==> config.mk <==
export PLATFORM = sky130hd
export DESIGN_NAME = quote_aware_char_seek
export DESIGN_NICKNAME = d
export VERILOG_FILES = /design/src/sv/qacs_pkg.sv /design/src/sv/qacs_stack.sv /design/src/sv/qacs_outq.sv /design/src/sv/quote_aware_char_seek.sv
export SDC_FILE = /design/constraint.sdc
export NUM_CORES = 1
export LEC_CHECK = 0
export BUFFER_PORTS_ARGS = -buffer_cell sky130_fd_sc_hd__buf_2
export CORE_ASPECT_RATIO = 1.4
export CORE_MARGIN = 5
export CORE_UTILIZATION = 55
export CTS_CLUSTER_DIAMETER = 30
export DETAILED_ROUTE_END_ITERATION = 10
export PLACE_DENSITY = 0.81
export SLEW_MARGIN = 10
export SYNTH_ARGS = -nofsm -noshare
export SYNTH_HDL_FRONTEND = slang
export SYNTH_SLANG_ARGS = --single-unit
export TNS_END_PERCENT = 20
==> constraint.sdc <==
create_clock -name clk_i -period 4.5 [get_ports clk_i]
set_input_delay 0.45 -clock clk_i [delete_from_list [all_inputs] [get_ports clk_i]]
set_output_delay 0.45 -clock clk_i [all_outputs]
set_load 0.01 [all_outputs]
==> src/sv/qacs_pkg.sv <==
// ----------------------------------------------------------------------------
// qacs_pkg
// Shared types and constants for the quote-aware character seek block.
// ----------------------------------------------------------------------------
`timescale 1ns / 1ps
`default_nettype none

package qacs_pkg;

  localparam int unsigned QUOTE_DEPTH_DEF = 8;
  localparam int unsigned INDEX_BITS_DEF  = 16;

  localparam int unsigned POS_W = 17;
  localparam int unsigned OFS_W = 16;

  // special bytes
  localparam logic [7:0] CH_BACKSLASH = 8'h5C;
  localparam logic [7:0] CH_DQUOTE    = 8'h22;
  localparam logic [7:0] CH_SQUOTE    = 8'h27;
  localparam logic [7:0] CH_BACKTICK  = 8'h60;

  // quote codes held on the stack
  localparam logic [1:0] QC_NONE     = 2'd0;
  localparam logic [1:0] QC_DQUOTE   = 2'd1;
  localparam logic [1:0] QC_SQUOTE   = 2'd2;
  localparam logic [1:0] QC_BACKTICK = 2'd3;

  // result status codes
  localparam logic [1:0] ST_FOUND    = 2'd0;
  localparam logic [1:0] ST_NONE     = 2'd1;
  localparam logic [1:0] ST_OVERFLOW = 2'd2;

  // skip modes
  localparam logic [1:0] MODE_PLAIN = 2'd0;
  localparam logic [1:0] MODE_QUOTE = 2'd1;

  // configuration register indexes
  localparam logic [1:0] REG_TARGET = 2'd0;
  localparam logic [1:0] REG_MODE   = 2'd1;
  localparam logic [1:0] REG_FOLD   = 2'd2;
  localparam logic [1:0] REG_OFFSET = 2'd3;

  typedef struct packed {
    logic push;
    logic pop;
    logic clear;
  } stk_op_t;

  typedef struct packed {
    logic [1:0]       status;
    logic [POS_W-1:0] position;
  } result_t;

  function automatic logic [7:0] fold_upper(input logic [7:0] ch, input logic en);
    logic [7:0] res;
    res = ch;
    if (en && ch >= 8'h61 && ch <= 8'h7A) res = ch - 8'h20;
    return res;
  endfunction

  function automatic logic [1:0] quote_code(input logic [7:0] ch);
    logic [1:0] res;
    res = QC_NONE;
    if (ch == CH_DQUOTE) res = QC_DQUOTE;
    else if (ch == CH_SQUOTE) res = QC_SQUOTE;
    else if (ch == CH_BACKTICK) res = QC_BACKTICK;
    return res;
  endfunction

endpackage

`default_nettype wire

==> src/sv/qacs_stack.sv <==
// ----------------------------------------------------------------------------
// qacs_stack
// Quote stack: entries in a synchronous memory, top cached in a register and
// the entry below it prefetched every cycle so a pop needs no wait.
// ----------------------------------------------------------------------------
`timescale 1ns / 1ps
`default_nettype none

module qacs_stack
  import qacs_pkg::*;
#(
  parameter int unsigned QUOTE_DEPTH = QUOTE_DEPTH_DEF,
  localparam int unsigned LW = $clog2(QUOTE_DEPTH + 1),
  localparam int unsigned AW = (QUOTE_DEPTH > 1) ? $clog2(QUOTE_DEPTH) : 1
) (
  input  wire logic          clk_i,
  input  wire logic          rst_ni,
  input  wire stk_op_t       op_i,
  input  wire logic [1:0]    push_code_i,
  output logic      [LW-1:0] level_o,
  output logic      [1:0]    top_o
);

  logic [1:0]    mem_q [QUOTE_DEPTH];
  logic [1:0]    below_q;
  logic [1:0]    top_q, top_d;
  logic [LW-1:0] level_q, level_d;
  logic [LW-1:0] lvl_m2;
  logic [AW-1:0] waddr, raddr;

  always_comb begin
    level_d = level_q;
    if (op_i.clear) begin
      level_d = '0;
    end else if (op_i.push) begin
      level_d = level_q + LW'(1);
    end else if (op_i.pop) begin
      level_d = level_q - LW'(1);
    end
  end

  always_comb begin
    top_d = top_q;
    if (op_i.push) begin
      top_d = push_code_i;
    end else if (op_i.pop) begin
      top_d = below_q;
    end
  end

  // prefetch the entry that sits below the next top
  assign lvl_m2 = level_d - LW'(2);
  assign raddr  = ({1'b0, level_d} >= (LW + 1)'(2)) ? lvl_m2[AW-1:0] : '0;
  assign waddr  = level_q[AW-1:0];

  always_ff @(posedge clk_i) begin
    if (op_i.push) begin
      mem_q[waddr] <= push_code_i;
    end
    below_q <= mem_q[raddr];
    top_q   <= top_d;
  end

  always_ff @(posedge clk_i or negedge rst_ni) begin
    if (!rst_ni) begin
      level_q <= '0;
    end else begin
      level_q <= level_d;
    end
  end

  assign level_o = level_q;
  assign top_o   = top_q;

endmodule

`default_nettype wire

==> src/sv/qacs_outq.sv <==
// ----------------------------------------------------------------------------
// qacs_outq
// Two-entry result queue between the search logic and the output channel.
// ----------------------------------------------------------------------------
`timescale 1ns / 1ps
`default_nettype none

module qacs_outq
  import qacs_pkg::*;
(
  input  wire logic    clk_i,
  input  wire logic    rst_ni,
  input  wire logic    push_i,
  input  wire result_t data_i,
  output logic         full_o,
  output logic         valid_o,
  input  wire logic    stall_i,
  output result_t      data_o
);

  result_t    slot0_q, slot1_q;
  logic [1:0] cnt_q, cnt_d;
  logic       pop;

  assign pop = valid_o && !stall_i;

  always_comb begin
    cnt_d = cnt_q;
    if (push_i && !pop) begin
      cnt_d = cnt_q + 2'd1;
    end else if (pop && !push_i) begin
      cnt_d = cnt_q - 2'd1;
    end
  end

  always_ff @(posedge clk_i) begin
    if (push_i && !pop) begin
      if (cnt_q == 2'd0) slot0_q <= data_i;
      else slot1_q <= data_i;
    end else if (pop && !push_i) begin
      slot0_q <= slot1_q;
    end else if (pop && push_i) begin
      if (cnt_q == 2'd1) begin
        slot0_q <= data_i;
      end else begin
        slot0_q <= slot1_q;
        slot1_q <= data_i;
      end
    end
  end

  always_ff @(posedge clk_i or negedge rst_ni) begin
    if (!rst_ni) begin
      cnt_q <= '0;
    end else begin
      cnt_q <= cnt_d;
    end
  end

  assign full_o  = (cnt_q == 2'd2);
  assign valid_o = (cnt_q != 2'd0);
  assign data_o  = slot0_q;

endmodule

`default_nettype wire

==> src/sv/quote_aware_char_seek.sv <==
// ----------------------------------------------------------------------------
// quote_aware_char_seek
// Streams a buffer byte by byte and reports the first byte that matches the
// target, skipping quoted spans and escapes as the skip mode selects.
// ----------------------------------------------------------------------------
// a result is registered in the two-entry output queue before it is offered
// throughput: one byte per cycle while the result queue is not full, set by the quote
//   stack read in each cycle (top cached in a register, the entry below prefetched from memory)
// reset clears configuration, stack level, escape, index and done flags;
//   stack memory contents are not cleared and no clearing pass is needed
`timescale 1ns / 1ps
`default_nettype none

module quote_aware_char_seek
  import qacs_pkg::*;
#(
  parameter int unsigned QUOTE_DEPTH = QUOTE_DEPTH_DEF,
  parameter int unsigned INDEX_BITS  = INDEX_BITS_DEF
) (
  input  wire logic             clk_i,
  input  wire logic             rst_ni,
  input  wire logic             cfg_we_i,
  input  wire logic [1:0]       cfg_idx_i,
  input  wire logic [OFS_W-1:0] cfg_wdata_i,
  input  wire logic             in_valid_i,
  output logic                  in_stall_o,
  input  wire logic [7:0]       data_byte_i,
  input  wire logic             last_byte_i,
  output logic                  out_valid_o,
  input  wire logic             out_stall_i,
  output logic      [1:0]       status_o,
  output logic      [POS_W-1:0] position_o
);

  localparam int unsigned LW = $clog2(QUOTE_DEPTH + 1);
  localparam int unsigned SW = (INDEX_BITS > POS_W) ? INDEX_BITS : POS_W;

  logic [7:0]       target_q;
  logic [1:0]       mode_q;
  logic             fold_q;
  logic [OFS_W-1:0] offset_q;

  logic [INDEX_BITS-1:0] idx_q, idx_d;
  logic                  esc_q, esc_d;
  logic                  done_q, done_d;

  logic [LW-1:0] level;
  logic [1:0]    top;
  stk_op_t       stk_op;
  logic [1:0]    qc;
  logic [7:0]    tgt, fb;
  logic          accept;
  logic          res_valid;
  result_t       res;
  logic [SW-1:0] pos_sum;

  always_ff @(posedge clk_i or negedge rst_ni) begin
    if (!rst_ni) begin
      target_q <= '0;
      mode_q   <= '0;
      fold_q   <= 1'b0;
      offset_q <= '0;
    end else if (cfg_we_i) begin
      case (cfg_idx_i)
        REG_TARGET: target_q <= cfg_wdata_i[7:0];
        REG_MODE:   mode_q   <= cfg_wdata_i[1:0];
        REG_FOLD:   fold_q   <= cfg_wdata_i[0];
        REG_OFFSET: offset_q <= cfg_wdata_i;
        default:    ;
      endcase
    end
  end

  assign accept  = in_valid_i && !in_stall_o;
  assign qc      = quote_code(data_byte_i);
  assign tgt     = fold_upper(target_q, fold_q);
  assign fb      = fold_upper(data_byte_i, fold_q);
  assign pos_sum = SW'(offset_q) + SW'(idx_q);

  always_comb begin
    stk_op       = '0;
    esc_d        = esc_q;
    done_d       = done_q;
    idx_d        = idx_q;
    res_valid    = 1'b0;
    res.status   = ST_NONE;
    res.position = '0;
    if (accept) begin
      if (!done_q) begin
        if (esc_q) begin
          esc_d = 1'b0;
          if (level == '0 && data_byte_i == CH_BACKSLASH && tgt == CH_BACKSLASH) begin
            res_valid  = 1'b1;
            res.status = ST_FOUND;
          end
        end else if (mode_q == MODE_PLAIN) begin
          if (fb == tgt) begin
            res_valid  = 1'b1;
            res.status = ST_FOUND;
          end
        end else if (mode_q == MODE_QUOTE) begin
          if (level != '0) begin
            stk_op.pop = (qc != QC_NONE) && (qc == top);
          end else if (fb == tgt) begin
            res_valid  = 1'b1;
            res.status = ST_FOUND;
          end else begin
            stk_op.push = (qc != QC_NONE);
          end
        end else begin
          if (data_byte_i == CH_BACKSLASH) begin
            esc_d = 1'b1;
          end else if (level != '0 && qc != QC_NONE && qc == top) begin
            stk_op.pop = 1'b1;
          end else if (level == '0 && fb == tgt) begin
            res_valid  = 1'b1;
            res.status = ST_FOUND;
          end else if (qc != QC_NONE) begin
            if ({1'b0, level} >= (LW + 1)'(QUOTE_DEPTH)) begin
              res_valid  = 1'b1;
              res.status = ST_OVERFLOW;
            end else begin
              stk_op.push = 1'b1;
            end
          end
        end
        if (!res_valid && last_byte_i) begin
          res_valid  = 1'b1;
          res.status = ST_NONE;
        end
        if (res.status == ST_FOUND) res.position = pos_sum[POS_W-1:0];
        if (res_valid) done_d = 1'b1;
      end
      if (last_byte_i) begin
        stk_op.clear = 1'b1;
        esc_d        = 1'b0;
        idx_d        = '0;
        done_d       = 1'b0;
      end else begin
        idx_d = idx_q + INDEX_BITS'(1);
      end
    end
  end

  always_ff @(posedge clk_i or negedge rst_ni) begin
    if (!rst_ni) begin
      idx_q  <= '0;
      esc_q  <= 1'b0;
      done_q <= 1'b0;
    end else begin
      idx_q  <= idx_d;
      esc_q  <= esc_d;
      done_q <= done_d;
    end
  end

  qacs_stack #(
    .QUOTE_DEPTH(QUOTE_DEPTH)
  ) u_stack (
    .clk_i      (clk_i),
    .rst_ni     (rst_ni),
    .op_i       (stk_op),
    .push_code_i(qc),
    .level_o    (level),
    .top_o      (top)
  );

  result_t out_res;

  qacs_outq u_outq (
    .clk_i  (clk_i),
    .rst_ni (rst_ni),
    .push_i (res_valid),
    .data_i (res),
    .full_o (in_stall_o),
    .valid_o(out_valid_o),
    .stall_i(out_stall_i),
    .data_o (out_res)
  );

  assign status_o   = out_res.status;
  assign position_o = out_res.position;

endmodule

`default_nettype wire

==> flow_metrics.env <==
export IMPL_grt_max_degree=52
export IMPL_synthSimpleGateAreaFrac=0.1646
export IMPL_wl_per_cell_um=16.56
export IMPL_rsz0062_at_grt="no"
export IMPL_crit_fanout=19
export IMPL_ys_warnings_count=0
export IMPL_antenna_found_initial=0
export IMPL_wirelength_um=12410
export IMPL_status="completed"
export IMPL_setup_slack_ns=0.7528
export IMPL_start_util=0.5603
export IMPL_min_period_ns=3.747
export IMPL_tightest_slew_ns=0.9683
export IMPL_clock_latency_ns=0.35
export IMPL_r2r_end="u_outq.slot1_q[5]"
export IMPL_min_period_over_period=0.8327
export IMPL_synthArstFlopShare=0.4679
export IMPL_synth_top_family_by_area="simple AND/OR/NAND/NOR gates"
export IMPL_yosysUniqueCellTypes=76
export IMPL_max_cap_violations=0
export IMPL_pwr_share_comb=0.258
export IMPL_cts_buffer_depth=2
export IMPL_synthAdderAreaFrac=0.05878
export IMPL_synth_compound_area_frac=0.1186
export IMPL_worstRegToRegCells=13
export IMPL_leakage_nw=2.778
export IMPL_vias=4327
export IMPL_startpoint="target_q[0]"
export IMPL_hold_buffers=0
export IMPL_powerDensity_nw_per_um2=427.3
export IMPL_clock_sinks=109
export IMPL_fin_tns_setup_ns=0
export IMPL_slew_viol_final=0
export IMPL_core_area_um2=10870
export IMPL_synthFlopType="edfxtp_1"
export IMPL_cts_made_buffers=9
export IMPL_cp_data_arrival_time_ns=3.78
export IMPL_area_growth_pct=11.20
export IMPL_most_common_layout_cells="60 x nand2_1, 56 x edfxtp_1, 52 x buf_2"
export IMPL_netlist_instances=549
export IMPL_synth_edf_count=56
export IMPL_cts_root_buf="clkbuf_16"
export IMPL_ir_drop_mv=0.2142
export IMPL_layout_commonest_cell="nand2_1"
export IMPL_syn_cell_area_um2=6088
export IMPL_cts_setup_buffers=0
export IMPL_routabilityCongestion=0.9121
export IMPL_hold_slack_ns=0.2029
export IMPL_htree_levels=3
export IMPL_p_switching_mw=0.8902
export IMPL_post_dp_hpwl_um=9480
export IMPL_crit_end="u_outq.slot1_q[5]"
export IMPL_grtUsageTotal=0.1903
export IMPL_power_frac_seq=0.464
export IMPL_synthXorXnorAreaFrac=0.05158
export IMPL_switching_share=0.3077
export IMPL_drtIter0Drc=187
export IMPL_critPathRequiredTime_ns=4.53
export IMPL_cts_resized=0
export IMPL_fmax_ghz=0.2669
export IMPL_num_io_pins=53
export IMPL_nFillCells=851
export IMPL_synth_avg_cell_area_um2=11.09
export IMPL_grt_pass1_vias=4378
export IMPL_final_util=0.6230
export IMPL_ant_nets=0
export IMPL_crit_path_end_kind="flip-flop"
export IMPL_grt_pass1_wl_um=20360
export IMPL_cts_tree="yes"
export IMPL_finalPower_mw=2.893
export IMPL_fp_dieH_um=134.5
export IMPL_gr_total_overflow=0
export IMPL_synth_seq_cells=109
export IMPL_worstReg2RegStart="target_q[0]"
export IMPL_layout_drive_gt1_share=0.2368
export IMPL_antenna_cells=0
export IMPL_slew_headroom=0.3544
export IMPL_p_int_mw=2.003
export IMPL_skew_ns=0.008755
export IMPL_port_buffers=52
export IMPL_route_detailed_drc=0
export IMPL_die_w_um=98.92
export IMPL_hold_violations=0
export IMPL_fp_row_count=45
export IMPL_muxShareOfSynthArea=0.08261
export IMPL_routed_via_density=5.777
export IMPL_clock_power_share=0.278
export IMPL_criticalPathCategory="flip-flop to flip-flop"
export IMPL_ys_seq_area_frac=0.4924
export IMPL_r2r_setup_slack_ns=0.75
export IMPL_dieArea_um2=13300
export IMPL_clk_pin_slew_worst_paths_ns=0.07
export IMPL_drt_pass1_iterations=4
export IMPL_worstSetupStartpointType="flip-flop"
export IMPL_syn_nets=609
export IMPL_preCtsSetupSlack_ns=0.6119
export IMPL_layout_nets=663
export IMPL_setup_violations=0
export IMPL_hold_path_class="input port to async pin"
## synthesized netlist by cell type, drive strengths merged, types with 2 or more instances
library cell	number	area, um^2
inv	22	82.58
a21o	9	68.82
o21bai	5	37.54
dfrtp	51	1276
xnor2	11	103.9
and3	5	33.78
nand3b	3	22.52
and4	3	27.53
nand2b	3	18.77
nand3	11	55.05
a31oi	3	33.78
a211oi	3	22.52
dfxtp	2	40.04
and2	4	25.02
xor2	24	210.2
clkbuf	10	47.54
o22ai	2	12.51
nor3	11	55.05
ha	27	337.8
o31ai	13	97.59
o21a	2	15.01
nor4b	4	41.29
nor2	48	210.2
nand4	5	31.28
nor2b	5	31.28
o41ai	3	33.79
o21ai	23	122.6
nor4	4	37.53
or4	2	18.77
nor3b	6	55.05
nand2	61	231.5
o32a	2	21.27
mux2i	4	52.55
or2	5	31.28
nand4b	2	17.52
or3	8	51.30
buf	6	61.30
mux2	40	450.4
edfxtp	56	1682
a21oi	26	133.9
## registers in the layout (all words and copies together) (netlist names)
signal	cells
u_outq.slot1_q	19
u_stack.below_q	2
esc_q	1
offset_q	16
u_stack.top_o	2
fold_q	1
target_q	8
u_stack.level_o	4
u_stack.mem_q	16
done_q	1
u_outq.data_o	19
mode_q	2
u_outq.cnt_q	2
idx_q	16
## final cells by class
type | instances | area, um^2 | share of cell area
clock buffer | 10 | 229.0 | 0.03382
clock inverter | 6 | 68.82 | 0.01016
inverter | 22 | 82.58 | 0.01220
multi-input combinational | 402 | 2903 | 0.4288
sequential | 109 | 2998 | 0.4428
tap | 141 | 176.4 | 0.02606
timing repair buffer | 59 | 312.8 | 0.04620
## power groups by stage
stage / Combinational (mW) / Sequential [mW] / Clock, mW
floorplan: 0.496 / 1.38 / 0
global placement: 0.724 / 1.35 / 0
detailed placement: 0.753 / 1.37 / 0
CTS: 0.758 / 1.34 / 0.812
global route: 0.828 / 1.36 / 0.862
finish: 0.747 / 1.34 / 0.803
## worst min-delay path by stage
stage | start | end
after detailed placement | u_outq.cnt_q[0] | u_outq.cnt_q[0]
after global routing | rst_ni | target_q[1]
after global placement | u_outq.cnt_q[0] | u_outq.cnt_q[0]
after CTS | rst_ni | target_q[1]
after floorplan | rst_ni | done_q
final | rst_ni | fold_q
## critical path: stages (launching register included)
cell and delay (ns):
dfrtp_1 0.41, or2_1 0.27, o41ai_2 0.37, o31ai_1 0.18, xor2_1 0.21, nor4_2 0.44, a32oi_1 0.19, o21ai_2 0.21
o21a_1 0.20, inv_1 0.07, ha_1 0.19, nor4b_1 0.30, a21o_1 0.13, buf_4 0.25
## metal layers
layer / GRT usage / up-vias / share of wire
met1: 0.2142 / 2081 / 0.39
met5: 0 / - / 0
met3: 0.02946 / 30 / 0.039
met4: 0.09188 / 0 / 0.031
li1: - / 2113 / -
met2: 0.3472 / 103 / 0.54
## kinds of logic after synthesis
| group | count (synthesis) |
|---|---|
| adders and majority gates | 28 |
| muxes | 44 |
| xor gates and xnor gates | 35 |
| AOI/OAI and AO/OA | 104 |
| buffers and inverters | 38 |
| DFF | 109 |
| and+or+nand+nor | 191 |
## stage by stage
| step | std cells | cell area, um^2 |
|---|---|---|
| after floorplan | 549 | 6088 |
| after global placement | 733 | 6472 |
| after detailed placement | 733 | 6472 |
| after CTS | 749 | 6770 |
| after global routing | 749 | 6770 |
| final | 749 | 6770 |
Note: power is estimated with default switching activity, not from simulation.
